File: config.mk
export PLATFORM = sky130hd
export DESIGN_NAME = aligned_first_fit_span_allocator_flat
export DESIGN_NICKNAME = d
export VERILOG_FILES = /design/src/rtl/affsa_pkg.sv /design/src/rtl/affsa_if.sv /design/src/rtl/affsa_round.sv /design/src/rtl/aligned_first_fit_span_allocator.sv /design/src/flat_wrapper.sv
export VERILOG_INCLUDE_DIRS = /design/src /design/src/rtl
export SDC_FILE = /design/constraint.sdc
export NUM_CORES = 2
export LEC_CHECK = 0
export BUFFER_PORTS_ARGS = -buffer_cell sky130_fd_sc_hd__buf_2
export CORE_UTILIZATION = 30
export CTS_CLUSTER_DIAMETER = 100
export DETAILED_ROUTE_END_ITERATION = 10
export PLACE_DENSITY = 0.48
export SLEW_MARGIN = 30
export SYNTH_ARGS = -nofsm -noshare
export SYNTH_HDL_FRONTEND = slang
export SYNTH_SLANG_ARGS = --single-unit
export TNS_END_PERCENT = 50
File: constraint.sdc
create_clock -name clk -period 11.2 [get_ports clk]
set_input_delay 0.56 -clock clk [delete_from_list [all_inputs] [get_ports clk]]
set_output_delay 0.56 -clock clk [all_outputs]
set_load 0.005 [all_outputs]
File: src/rtl/aligned_first_fit_span_allocator_macros.svh
// Assertion macros used by the allocator source.
`ifndef ALIGNED_FIRST_FIT_SPAN_ALLOCATOR_MACROS_SVH
`define ALIGNED_FIRST_FIT_SPAN_ALLOCATOR_MACROS_SVH

// Implication checked on every rising clock edge outside reset.
`define AFFSA_ASSERT_IMP(label, ante, cons) \
  label: assert property (@(posedge clk) disable iff (!rst_n) (ante) |-> (cons)) \
    else $error("assertion failed");

// Implication whose consequence is checked in the cycle after the antecedent.
`define AFFSA_ASSERT_NEXT(label, ante, cons) \
  label: assert property (@(posedge clk) disable iff (!rst_n) (ante) |=> (cons)) \
    else $error("assertion failed");

`endif

File: src/rtl/affsa_pkg.sv
package affsa_pkg;

  localparam int FreeSlots = 16;
  localparam int AddrBits  = 27;
  localparam int IdxBits   = $clog2(FreeSlots);
  localparam int CntBits   = $clog2(FreeSlots + 1);
  localparam int OffBits   = 26;
  localparam int AlignBits = 13;
  localparam int CfgIdxBits = 1;
  localparam int CfgDataBits = 27;

  localparam logic [AddrBits-1:0] AddrLimit = {AddrBits{1'b1}};
  localparam logic [AddrBits:0]   OffsetMax = (AddrBits+1)'((64'd1 << OffBits) - 64'd1);

  localparam logic [AlignBits-1:0] AlignReset = AlignBits'(4);
  localparam logic [AddrBits-1:0]  ArenaReset = AddrBits'(64'd64 * 64'd1024 * 64'd1024);

  localparam logic [CfgIdxBits-1:0] RegAlign = 1'b0;
  localparam logic [CfgIdxBits-1:0] RegArena = 1'b1;

  localparam logic OpAlloc = 1'b0;
  localparam logic OpFree  = 1'b1;

  typedef struct packed {
    logic [AddrBits-1:0] start;
    logic [AddrBits-1:0] len;
  } span_t;

  typedef struct packed {
    logic                op;
    logic [AddrBits-1:0] size;
    logic [OffBits-1:0]  sstart;
  } req_t;

  typedef struct packed {
    logic               granted;
    logic [OffBits-1:0] block_offset;
    logic               span_dropped;
  } rsp_t;

  // Control between the sequencer and the rounding unit.
  typedef struct packed {
    logic                start;
    logic [AddrBits-1:0] x;
    logic [AlignBits-1:0] a;
  } rnd_req_t;

  typedef struct packed {
    logic                done;
    logic [AddrBits:0]   q;  // rounded value, may exceed AddrBits
  } rnd_rsp_t;

  typedef enum logic [3:0] {
    ST_IDLE, ST_RD, ST_RND, ST_CHK, ST_SHRD, ST_SHWR, ST_TAIL, ST_HEAD,
    ST_BUMP, ST_BCHK, ST_OUT
  } state_t;

endpackage

File: src/rtl/affsa_if.sv
interface affsa_if #(
  parameter type T = logic
) (
  input logic clk
);
  logic valid;
  logic ready;
  T     data;
  modport source (output valid, output data, input ready);
  modport sink (input valid, input data, output ready);
endinterface

File: src/rtl/affsa_round.sv
// Rounds x up to a multiple of a (an a of zero counts as one) by restoring division, one quotient bit a cycle.
module affsa_round import affsa_pkg::*; (
  input  logic     clk,
  input  logic     rst_n,
  input  rnd_req_t req,
  output rnd_rsp_t rsp
);
  localparam int NB = AddrBits + 1;
  localparam int CB = $clog2(NB + 1);

  logic [NB-1:0]        num_r, num_nxt;
  logic [NB-1:0]        rem_r, rem_nxt;
  logic [NB-1:0]        quo_r, quo_nxt;
  logic [AlignBits-1:0] a_r, a_nxt;
  logic [CB-1:0]        cnt_r, cnt_nxt;
  logic                 busy_r, busy_nxt;
  logic                 done_r, done_nxt;
  logic [AddrBits:0]    res_r, res_nxt;
  logic [NB:0]          trial;
  logic [AddrBits+AlignBits:0] prod;

  always_comb begin
    num_nxt = num_r; rem_nxt = rem_r; quo_nxt = quo_r; a_nxt = a_r;
    cnt_nxt = cnt_r; busy_nxt = busy_r; done_nxt = 1'b0; res_nxt = res_r;
    trial = {rem_r, num_r[NB-1]} - {{(NB+1-AlignBits){1'b0}}, a_r};
    prod = {{AlignBits{1'b0}}, quo_r} * {{NB{1'b0}}, a_r};
    if (req.start) begin
      a_nxt = (req.a == '0) ? AlignBits'(1) : req.a;
      // x + a - 1, numerator of the ceiling division.
      num_nxt = {1'b0, req.x} + NB'(((req.a == '0) ? AlignBits'(1) : req.a) - 1'b1);
      rem_nxt = '0;
      quo_nxt = '0;
      cnt_nxt = CB'(NB);
      busy_nxt = 1'b1;
    end else if (busy_r) begin
      if (cnt_r != '0) begin
        if (!trial[NB]) begin
          rem_nxt = trial[NB-1:0];
          quo_nxt = {quo_r[NB-2:0], 1'b1};
        end else begin
          rem_nxt = {rem_r[NB-2:0], num_r[NB-1]};
          quo_nxt = {quo_r[NB-2:0], 1'b0};
        end
        num_nxt = {num_r[NB-2:0], 1'b0};
        cnt_nxt = cnt_r - 1'b1;
      end else begin
        // Saturate: anything above the address range cannot fit anyway.
        res_nxt = (prod[AddrBits+AlignBits:AddrBits+1] != '0) ? {(AddrBits+1){1'b1}}
                                                             : prod[AddrBits:0];
        busy_nxt = 1'b0;
        done_nxt = 1'b1;
      end
    end
  end

  always_ff @(posedge clk) begin
    if (!rst_n) begin
      busy_r <= 1'b0;
      done_r <= 1'b0;
      cnt_r <= '0;
    end else begin
      busy_r <= busy_nxt;
      done_r <= done_nxt;
      cnt_r <= cnt_nxt;
    end
    num_r <= num_nxt; rem_r <= rem_nxt; quo_r <= quo_nxt; a_r <= a_nxt; res_r <= res_nxt;
  end

  assign rsp.done = done_r;
  assign rsp.q = res_r;
endmodule

File: src/rtl/aligned_first_fit_span_allocator.sv
// Each request yields one response and only one request is in flight at a time.
// A free appends its span to the table if there is room. An allocate rounds the
// start of each free-table entry examined with the bit-serial rounding divider,
// shifts the later entries down on a hit, or else rounds the bump pointer.
// Synchronous active-low reset empties the table, zeroes the bump pointer and
// loads align_bytes 4 and arena_bytes 64 MiB.
module aligned_first_fit_span_allocator import affsa_pkg::*; (
  input  logic                    clk,
  input  logic                    rst_n,
  affsa_if.sink                   in_req,
  affsa_if.source                 out_rsp,
  input  logic                    cfg_we,
  input  logic [CfgIdxBits-1:0]   cfg_idx,
  input  logic [CfgDataBits-1:0]  cfg_data
);
  `include "aligned_first_fit_span_allocator_macros.svh"

  span_t mem [FreeSlots];
  span_t rd_q;
  logic [IdxBits-1:0] rd_addr;
  logic               mem_we;
  logic [IdxBits-1:0] wr_addr;
  span_t              wr_data;

  state_t state_r, state_nxt;
  req_t   req_r;
  logic [AlignBits-1:0] align_r;
  logic [AddrBits-1:0]  arena_r;
  logic [CntBits-1:0]   cnt_r, cnt_nxt;
  logic [AddrBits-1:0]  bump_r, bump_nxt;
  logic [CntBits-1:0]   idx_r, idx_nxt;
  span_t                cur_r, cur_nxt;
  logic [AddrBits:0]    al_r, al_nxt;
  logic                 drop_r, drop_nxt;
  rsp_t                 rsp_r, rsp_nxt;
  logic                 ovalid_r, ovalid_nxt;
  logic                 cap_r;
  rnd_req_t             rreq;
  rnd_rsp_t             rrsp;
  logic [AlignBits-1:0] a_eff;
  logic [AddrBits+1:0]  blk_end, span_lim;
  logic                 fits;
  logic [AddrBits:0]    fe;
  logic [AddrBits-1:0]  fs;

  affsa_round u_round (.clk(clk), .rst_n(rst_n), .req(rreq), .rsp(rrsp));

  always_ff @(posedge clk) begin
    if (mem_we) mem[wr_addr] <= wr_data;
    rd_q <= mem[rd_addr];
  end

  assign a_eff = (align_r == '0) ? AlignBits'(1) : align_r;
  assign blk_end = {1'b0, al_r} + {2'b0, req_r.size};
  assign span_lim = {2'b0, cur_r.start} + {2'b0, cur_r.len};
  assign fits = (al_r <= OffsetMax) && (blk_end <= span_lim) &&
                (blk_end <= {2'b0, AddrLimit});
  assign fe = {1'b0, AddrBits'(req_r.sstart)} + {1'b0, req_r.size};
  assign fs = AddrBits'(req_r.sstart);

  always_comb begin
    state_nxt = state_r;
    unique case (state_r)
      ST_IDLE: if (in_req.valid) state_nxt = (in_req.data.op == OpFree) ? ST_OUT : ST_RD;
      ST_RD:   state_nxt = (idx_r < cnt_r) ? ST_RND : ST_BUMP;
      ST_RND:  if (rrsp.done) state_nxt = ST_CHK;
      ST_CHK:  state_nxt = fits ? ST_SHRD : ST_RD;
      ST_SHRD: state_nxt = (idx_r + 1'b1 < cnt_r) ? ST_SHWR : ST_TAIL;
      ST_SHWR: state_nxt = ST_SHRD;
      ST_TAIL: state_nxt = ST_HEAD;
      ST_HEAD: state_nxt = ST_OUT;
      ST_BUMP: state_nxt = ST_BCHK;
      ST_BCHK: if (rrsp.done) state_nxt = ST_OUT;
      ST_OUT:  if (ovalid_r && out_rsp.ready) state_nxt = ST_IDLE;
      default: state_nxt = ST_IDLE;
    endcase
  end

  always_comb begin
    cnt_nxt = cnt_r; bump_nxt = bump_r; idx_nxt = idx_r; cur_nxt = cur_r;
    al_nxt = al_r; drop_nxt = drop_r; rsp_nxt = rsp_r; ovalid_nxt = ovalid_r;
    rd_addr = IdxBits'(idx_r); mem_we = 1'b0; wr_addr = IdxBits'(cnt_r); wr_data = '0;
    rreq = '0;
    if (out_rsp.ready) ovalid_nxt = 1'b0;
    unique case (state_r)
      ST_IDLE: begin
        idx_nxt = '0; drop_nxt = 1'b0; rsp_nxt = '0;
        rd_addr = '0;
      end
      ST_RD: begin
        rd_addr = IdxBits'(idx_r);
        if (!(idx_r < cnt_r)) begin
          rreq.start = 1'b1; rreq.x = bump_r; rreq.a = a_eff;
        end
      end
      ST_RND: begin
        al_nxt = rrsp.q;
      end
      ST_CHK: begin
        if (fits) begin
          rsp_nxt.granted = 1'b1;
          rsp_nxt.block_offset = al_r[OffBits-1:0];
        end else begin
          idx_nxt = idx_r + 1'b1;
        end
      end
      ST_SHRD: begin
        rd_addr = IdxBits'(idx_r + 1'b1);
      end
      ST_SHWR: begin
        mem_we = 1'b1; wr_addr = IdxBits'(idx_r); wr_data = rd_q;
        idx_nxt = idx_r + 1'b1;
      end
      ST_TAIL: begin
        cnt_nxt = cnt_r - 1'b1;
        if (span_lim != blk_end) begin
          mem_we = 1'b1; wr_addr = IdxBits'(cnt_r - 1'b1);
          wr_data.start = blk_end[AddrBits-1:0];
          wr_data.len = AddrBits'(span_lim - blk_end);
          cnt_nxt = cnt_r;
        end
      end
      ST_HEAD: begin
        if ((al_r - {1'b0, cur_r.start}) >= {{(AddrBits+1-AlignBits){1'b0}}, a_eff}) begin
          if (cnt_r < CntBits'(FreeSlots)) begin
            mem_we = 1'b1; wr_addr = IdxBits'(cnt_r);
            wr_data.start = cur_r.start;
            wr_data.len = AddrBits'(al_r - {1'b0, cur_r.start});
            cnt_nxt = cnt_r + 1'b1;
          end else begin
            rsp_nxt.span_dropped = 1'b1;
          end
        end
        ovalid_nxt = 1'b1;
      end
      ST_BUMP: begin
      end
      ST_BCHK: begin
        if (rrsp.done) begin
          ovalid_nxt = 1'b1;
          if (rrsp.q <= OffsetMax &&
              ({1'b0, rrsp.q} + {2'b0, req_r.size}) <= {2'b0, arena_r} &&
              ({1'b0, rrsp.q} + {2'b0, req_r.size}) <= {2'b0, AddrLimit}) begin
            bump_nxt = AddrBits'(rrsp.q + {1'b0, req_r.size});
            rsp_nxt.granted = 1'b1;
            rsp_nxt.block_offset = rrsp.q[OffBits-1:0];
          end
        end
      end
      ST_OUT: begin
        if (req_r.op == OpFree && !ovalid_r && rsp_r == '0 && !drop_r) begin
          drop_nxt = 1'b1;
          ovalid_nxt = 1'b1;
          if (cnt_r < CntBits'(FreeSlots)) begin
            mem_we = 1'b1; wr_addr = IdxBits'(cnt_r);
            wr_data.start = fs;
            wr_data.len = fe[AddrBits] ? AddrLimit - fs : AddrBits'(fe) - fs;
            cnt_nxt = cnt_r + 1'b1;
            rsp_nxt.granted = 1'b1;
          end else begin
            rsp_nxt.span_dropped = 1'b1;
          end
        end
      end
      default: ;
    endcase
    // The scanned entry arrives in the cycle after its read; its rounding starts in that cycle.
    if (cap_r) begin
      rreq.start = 1'b1; rreq.x = rd_q.start; rreq.a = a_eff;
    end
  end

  always_ff @(posedge clk) begin
    if (!rst_n) cap_r <= 1'b0;
    else cap_r <= (state_r == ST_RD) && (idx_r < cnt_r);
  end

  always_ff @(posedge clk) begin
    if (!rst_n) begin
      state_r <= ST_IDLE;
      align_r <= AlignReset;
      arena_r <= ArenaReset;
      cnt_r <= '0;
      bump_r <= '0;
      ovalid_r <= 1'b0;
    end else begin
      state_r <= state_nxt;
      cnt_r <= cnt_nxt;
      bump_r <= bump_nxt;
      ovalid_r <= ovalid_nxt;
      if (cfg_we && cfg_idx == RegAlign) align_r <= cfg_data[AlignBits-1:0];
      if (cfg_we && cfg_idx == RegArena) arena_r <= cfg_data[AddrBits-1:0];
    end
    idx_r <= idx_nxt; al_r <= al_nxt; drop_r <= drop_nxt; rsp_r <= rsp_nxt;
    cur_r <= cap_r ? rd_q : cur_nxt;
    if (state_r == ST_IDLE && in_req.valid) req_r <= in_req.data;
  end

  assign in_req.ready = (state_r == ST_IDLE);
  assign out_rsp.valid = ovalid_r;
  assign out_rsp.data = rsp_r;

  `AFFSA_ASSERT_IMP(a_cnt_range, 1'b1, cnt_r <= CntBits'(FreeSlots))
  `AFFSA_ASSERT_IMP(a_busy_no_accept, state_r != ST_IDLE, !in_req.ready)
  `AFFSA_ASSERT_NEXT(a_grant_drop_free, ovalid_r && req_r.op == OpFree,
                     rsp_r.granted != rsp_r.span_dropped || ovalid_r == 1'b0)
  `AFFSA_ASSERT_NEXT(a_rsp_stable, ovalid_r && !out_rsp.ready, ovalid_r && $stable(rsp_r))
endmodule

File: src/flat_wrapper.sv
// flat-port wrapper written by rule: the top's interface ports become plain ports
module aligned_first_fit_span_allocator_flat import affsa_pkg::*;
  (clk, rst_n, cfg_we, cfg_idx, cfg_data, in_req_valid, in_req_data, in_req_ready, out_rsp_valid, out_rsp_data, out_rsp_ready);
  affsa_if #(.T(req_t)) in_req_i (.clk(clk));
  affsa_if #(.T(rsp_t)) out_rsp_i (.clk(clk));
  input  logic clk;
  input  logic rst_n;
  input  logic cfg_we;
  input  logic [CfgIdxBits-1:0] cfg_idx;
  input  logic [CfgDataBits-1:0] cfg_data;
  input wire logic [$bits(in_req_i.valid)-1:0] in_req_valid;
  input wire logic [$bits(in_req_i.data)-1:0] in_req_data;
  output wire logic [$bits(in_req_i.ready)-1:0] in_req_ready;
  output wire logic [$bits(out_rsp_i.valid)-1:0] out_rsp_valid;
  output wire logic [$bits(out_rsp_i.data)-1:0] out_rsp_data;
  input wire logic [$bits(out_rsp_i.ready)-1:0] out_rsp_ready;
  assign in_req_i.valid = in_req_valid;
  assign in_req_i.data = in_req_data;
  assign in_req_ready = in_req_i.ready;
  assign out_rsp_valid = out_rsp_i.valid;
  assign out_rsp_data = out_rsp_i.data;
  assign out_rsp_i.ready = out_rsp_ready;
  aligned_first_fit_span_allocator u_core (.clk(clk), .rst_n(rst_n), .in_req(in_req_i), .out_rsp(out_rsp_i), .cfg_we(cfg_we), .cfg_idx(cfg_idx), .cfg_data(cfg_data));
endmodule
==> metrics <==
status completed; Port Buffers 116; pin count of the biggest net entering global routing 185; fin crit share 0.734; multi-input gate area in the final layout 0.0352 mm²; Area Growth Syn to Fin 13.8%; Clock Latency Late Sink 0.83 ns; first-iteration detailed-routing DRC count 4423; CTS clk-pin slew, worst paths 0.05 ns; Worst-Margin Slew 1.00 ns; syn avg cell area 10.8 µm²; share of cells above drive strength 1 0.0719; Via density 5.14; Num CTS Buffers 150; drt first pass iters 6; Core ar. 0.249 mm²; asr flop ratio synth 0; final slew viol count 0; number of nets in the layout 7822; crit-path max FO 39; placer congestion estimate 0.931; most instantiated library cell after synthesis edfxtp_1; Min-Delay Path Class in -> reg; initial antenna violation count 22; Mapped Cells 6966; Area contributors post-synth edfxtp_1, fa_1, ha_1; CP required 11.58 ns; H-Tree Depth 4; vias in the first global route 51800; Post-synth EDFFs 1103; global-route wire length before repair 352 mm; die height 503 µm; Synth Warn # 0; sequential area share after synthesis 0.492; clk sinks 1298; fin cells 10500; drt drc 0; crit path kind reg -> reg; Post-Synth Simple-Gate Area 0.130; Setup Fix Bufs, Post-CTS 0; Final Instance Area 0.0856 mm²; Seq. cell area 0.0370 mm²; Initial Util 0.302; gr usage total 0.188; Tot Pwr 20.2 mW; Hold Vio Cnt, Final 0; CP Capture Type flip-flop; Setup-failing EPs final 0; top cell type's share of synthesized area 0.440; setup TNS 0 ns; Final ANT Viol Nets 0; Synth Area in Compound Gates 0.153; hold slack 0.0848 ns; routed len/inst 23.1 µm; post-synthesis mux area share 0.00694; adder and majority cell fraction of the synthesized area 0.144; chip width 503 µm; gr ovfl total 0; CTS max path bufs 3; Critical Path AT 8.60 ns; WL final 242 mm; Worst Clk Skew 0.0878 ns; unrepaired setup endpoints after global routing false; Fmax achieved 0.122 GHz; top cells by count, synth edfxtp_1, nand2_1, inv_1, a21oi_1, and2_1; post-synth design cell area 0.0752 mm²; Detailed Place HPWL 167 mm; maximum vdd drop 245 µV; Worst setup SP type flip-flop; CTS tree done; # fillers 24800; post-synth cell types 90; placed insts 10100; area of the die 0.253 mm²; Cell Rows 183; placed inst area 0.0798 mm²; largest family of logic cells by synthesized area compound AO/OA/AOI/OAI gates; PwrDens 236 mW/mm²; Yosys top cell by area edfxtp_1; max_cap viols 0; Period minus WS final 8.22 ns; relative max-transition margin 0.327; Seq cells post-synth 1298; Hold Path Depth 1; total I/O pin count 117; Most used DFF post-synth edfxtp_1; Via Count 54000; Root Buffer clkbuf_16; Pleak 31.2 nW; worst reg2reg path depth 25; post-synthesis xor/xnor area fraction 0.0282
sequential cells by signal, indices dropped and copies added, names as in the netlist, 4 cells and up:
register	flops
u_core.idx_r	5
u_core.fs	26
u_core.u_round.quo_r	28
u_core.cnt_r	5
u_core.u_round.num_r	28
u_core.al_r	28
u_core.req_r	28
u_core.mem	864
u_core.rd_q	54
u_core.out_rsp.data	28
u_core.bump_r	27
u_core.cur_nxt	54
u_core.u_round.rem_r	28
u_core.u_round.a_r	13
u_core.arena_r	27
u_core.u_round.res_r	28
u_core.u_round.cnt_r	5
u_core.state_r	4
u_core.align_r	13
layout by cell type (no fill, tap or decap), types with 116 or more instances in the layout:
| cell | netlist | layout |
|---|---|---|
| inv_1 | 521 | 521 |
| clkbuf_16 | 0 | 157 |
| a21oi_1 | 398 | 396 |
| xnor2_1 | 151 | 151 |
| nor2_1 | 220 | 214 |
| nand2_1 | 1037 | 1036 |
| a31oi_1 | 137 | 137 |
| o21ai_0 | 213 | 206 |
| fa_1 | 295 | 295 |
| edfxtp_1 | 1103 | 1103 |
| a21o_1 | 129 | 129 |
| and2_1 | 395 | 393 |
| a211oi_1 | 315 | 314 |
| dfxtp_1 | 195 | 194 |
| buf_2 | 11 | 116 |
| ha_1 | 391 | 391 |
critical path, cell delays in order (launching register included):
cell	delay, ns
edfxtp_1	0.47
ha_1	0.25
fa_1	0.42
a21o_1	0.20
a41oi_1	0.28
a31oi_1	0.19
a21oi_1	0.36
nor2_1	0.10
o31a_1	0.30
o31a_1	0.25
o21ai_0	0.55
xnor2_1	0.30
inv_1	0.14
ha_1	0.41
and3_1	0.23
nand2_1	0.08
inv_1	0.09
nand4_1	0.18
nor3_1	0.36
o2111ai_2	0.48
mux2i_1	0.29
a31oi_1	0.13
o221ai_1	0.48
nand2_1	0.23
nor3_2	0.31
buf_4	0.65
what timing repair did:
action	CTS	global route
gates resized for setup	0	0
hold buffers	78	0
endpoints found under the hold margin	87	0
routing by layer:
metal | vias up | wire (µm) | GRT usage
met5 | - | 22 | 0
met4 | 4 | 7240 | 0.0579
met3 | 279 | 12800 | 0.0249
met2 | 1490 | 107000 | 0.289
met1 | 27100 | 115000 | 0.273
li1 | 25100 | - | -
power breakdown:
part	total, mW	leakage [nW]	switching, mW	internal [mW]
registers	6.27	9.99	0.546	5.73
clock network	4.85	2.35	2.05	2.80
logic	9.03	18.9	5.87	3.16
worst paths after layout:
kind                          from                  to  slack [ns]
setup reg to reg  u_core.req_r[26]   u_core.mem[5][35]        2.98
hold reg to reg    u_core.rd_q[10]  u_core.cur_nxt[10]        0.43
setup / recovery  u_core.req_r[26]   u_core.mem[5][35]        2.98
hold / removal     in_req_data[22]       u_core.fs[22]        0.08
area by class of cell:
| cell class | instances | area share |
|---|---|---|
| Multi-Input combinational cell | 4783 | 0.411 |
| Sequential cell | 1298 | 0.433 |
| Inverter | 522 | 0.0229 |
| Timing Repair Buffer | 294 | 0.0268 |
| Antenna cell | 7 | 0.000205 |
| Tap cell | 3330 | 0.0487 |
| Clock buffer | 216 | 0.0496 |
| Clock inverter | 54 | 0.00778 |
logic make-up after synthesis:
logic type,after synthesis
buf+inv,898
simple gates,2084
compound gates,1705
xor+xnor,242
other cells,1
mux,52
fa+ha+maj,686
flops,1298
through the flow:
| step | setup slack [ns] | util |
|---|---|---|
| after floorplan | 1.74 | - |
| after global placement | 3.15 | 0.320 |
| after detailed placement | 3.07 | 0.321 |
| after CTS | 3.01 | 0.343 |
| after global routing | 2.69 | 0.344 |
| final | 2.98 | 0.344 |
(Power assumes the default switching activity.)
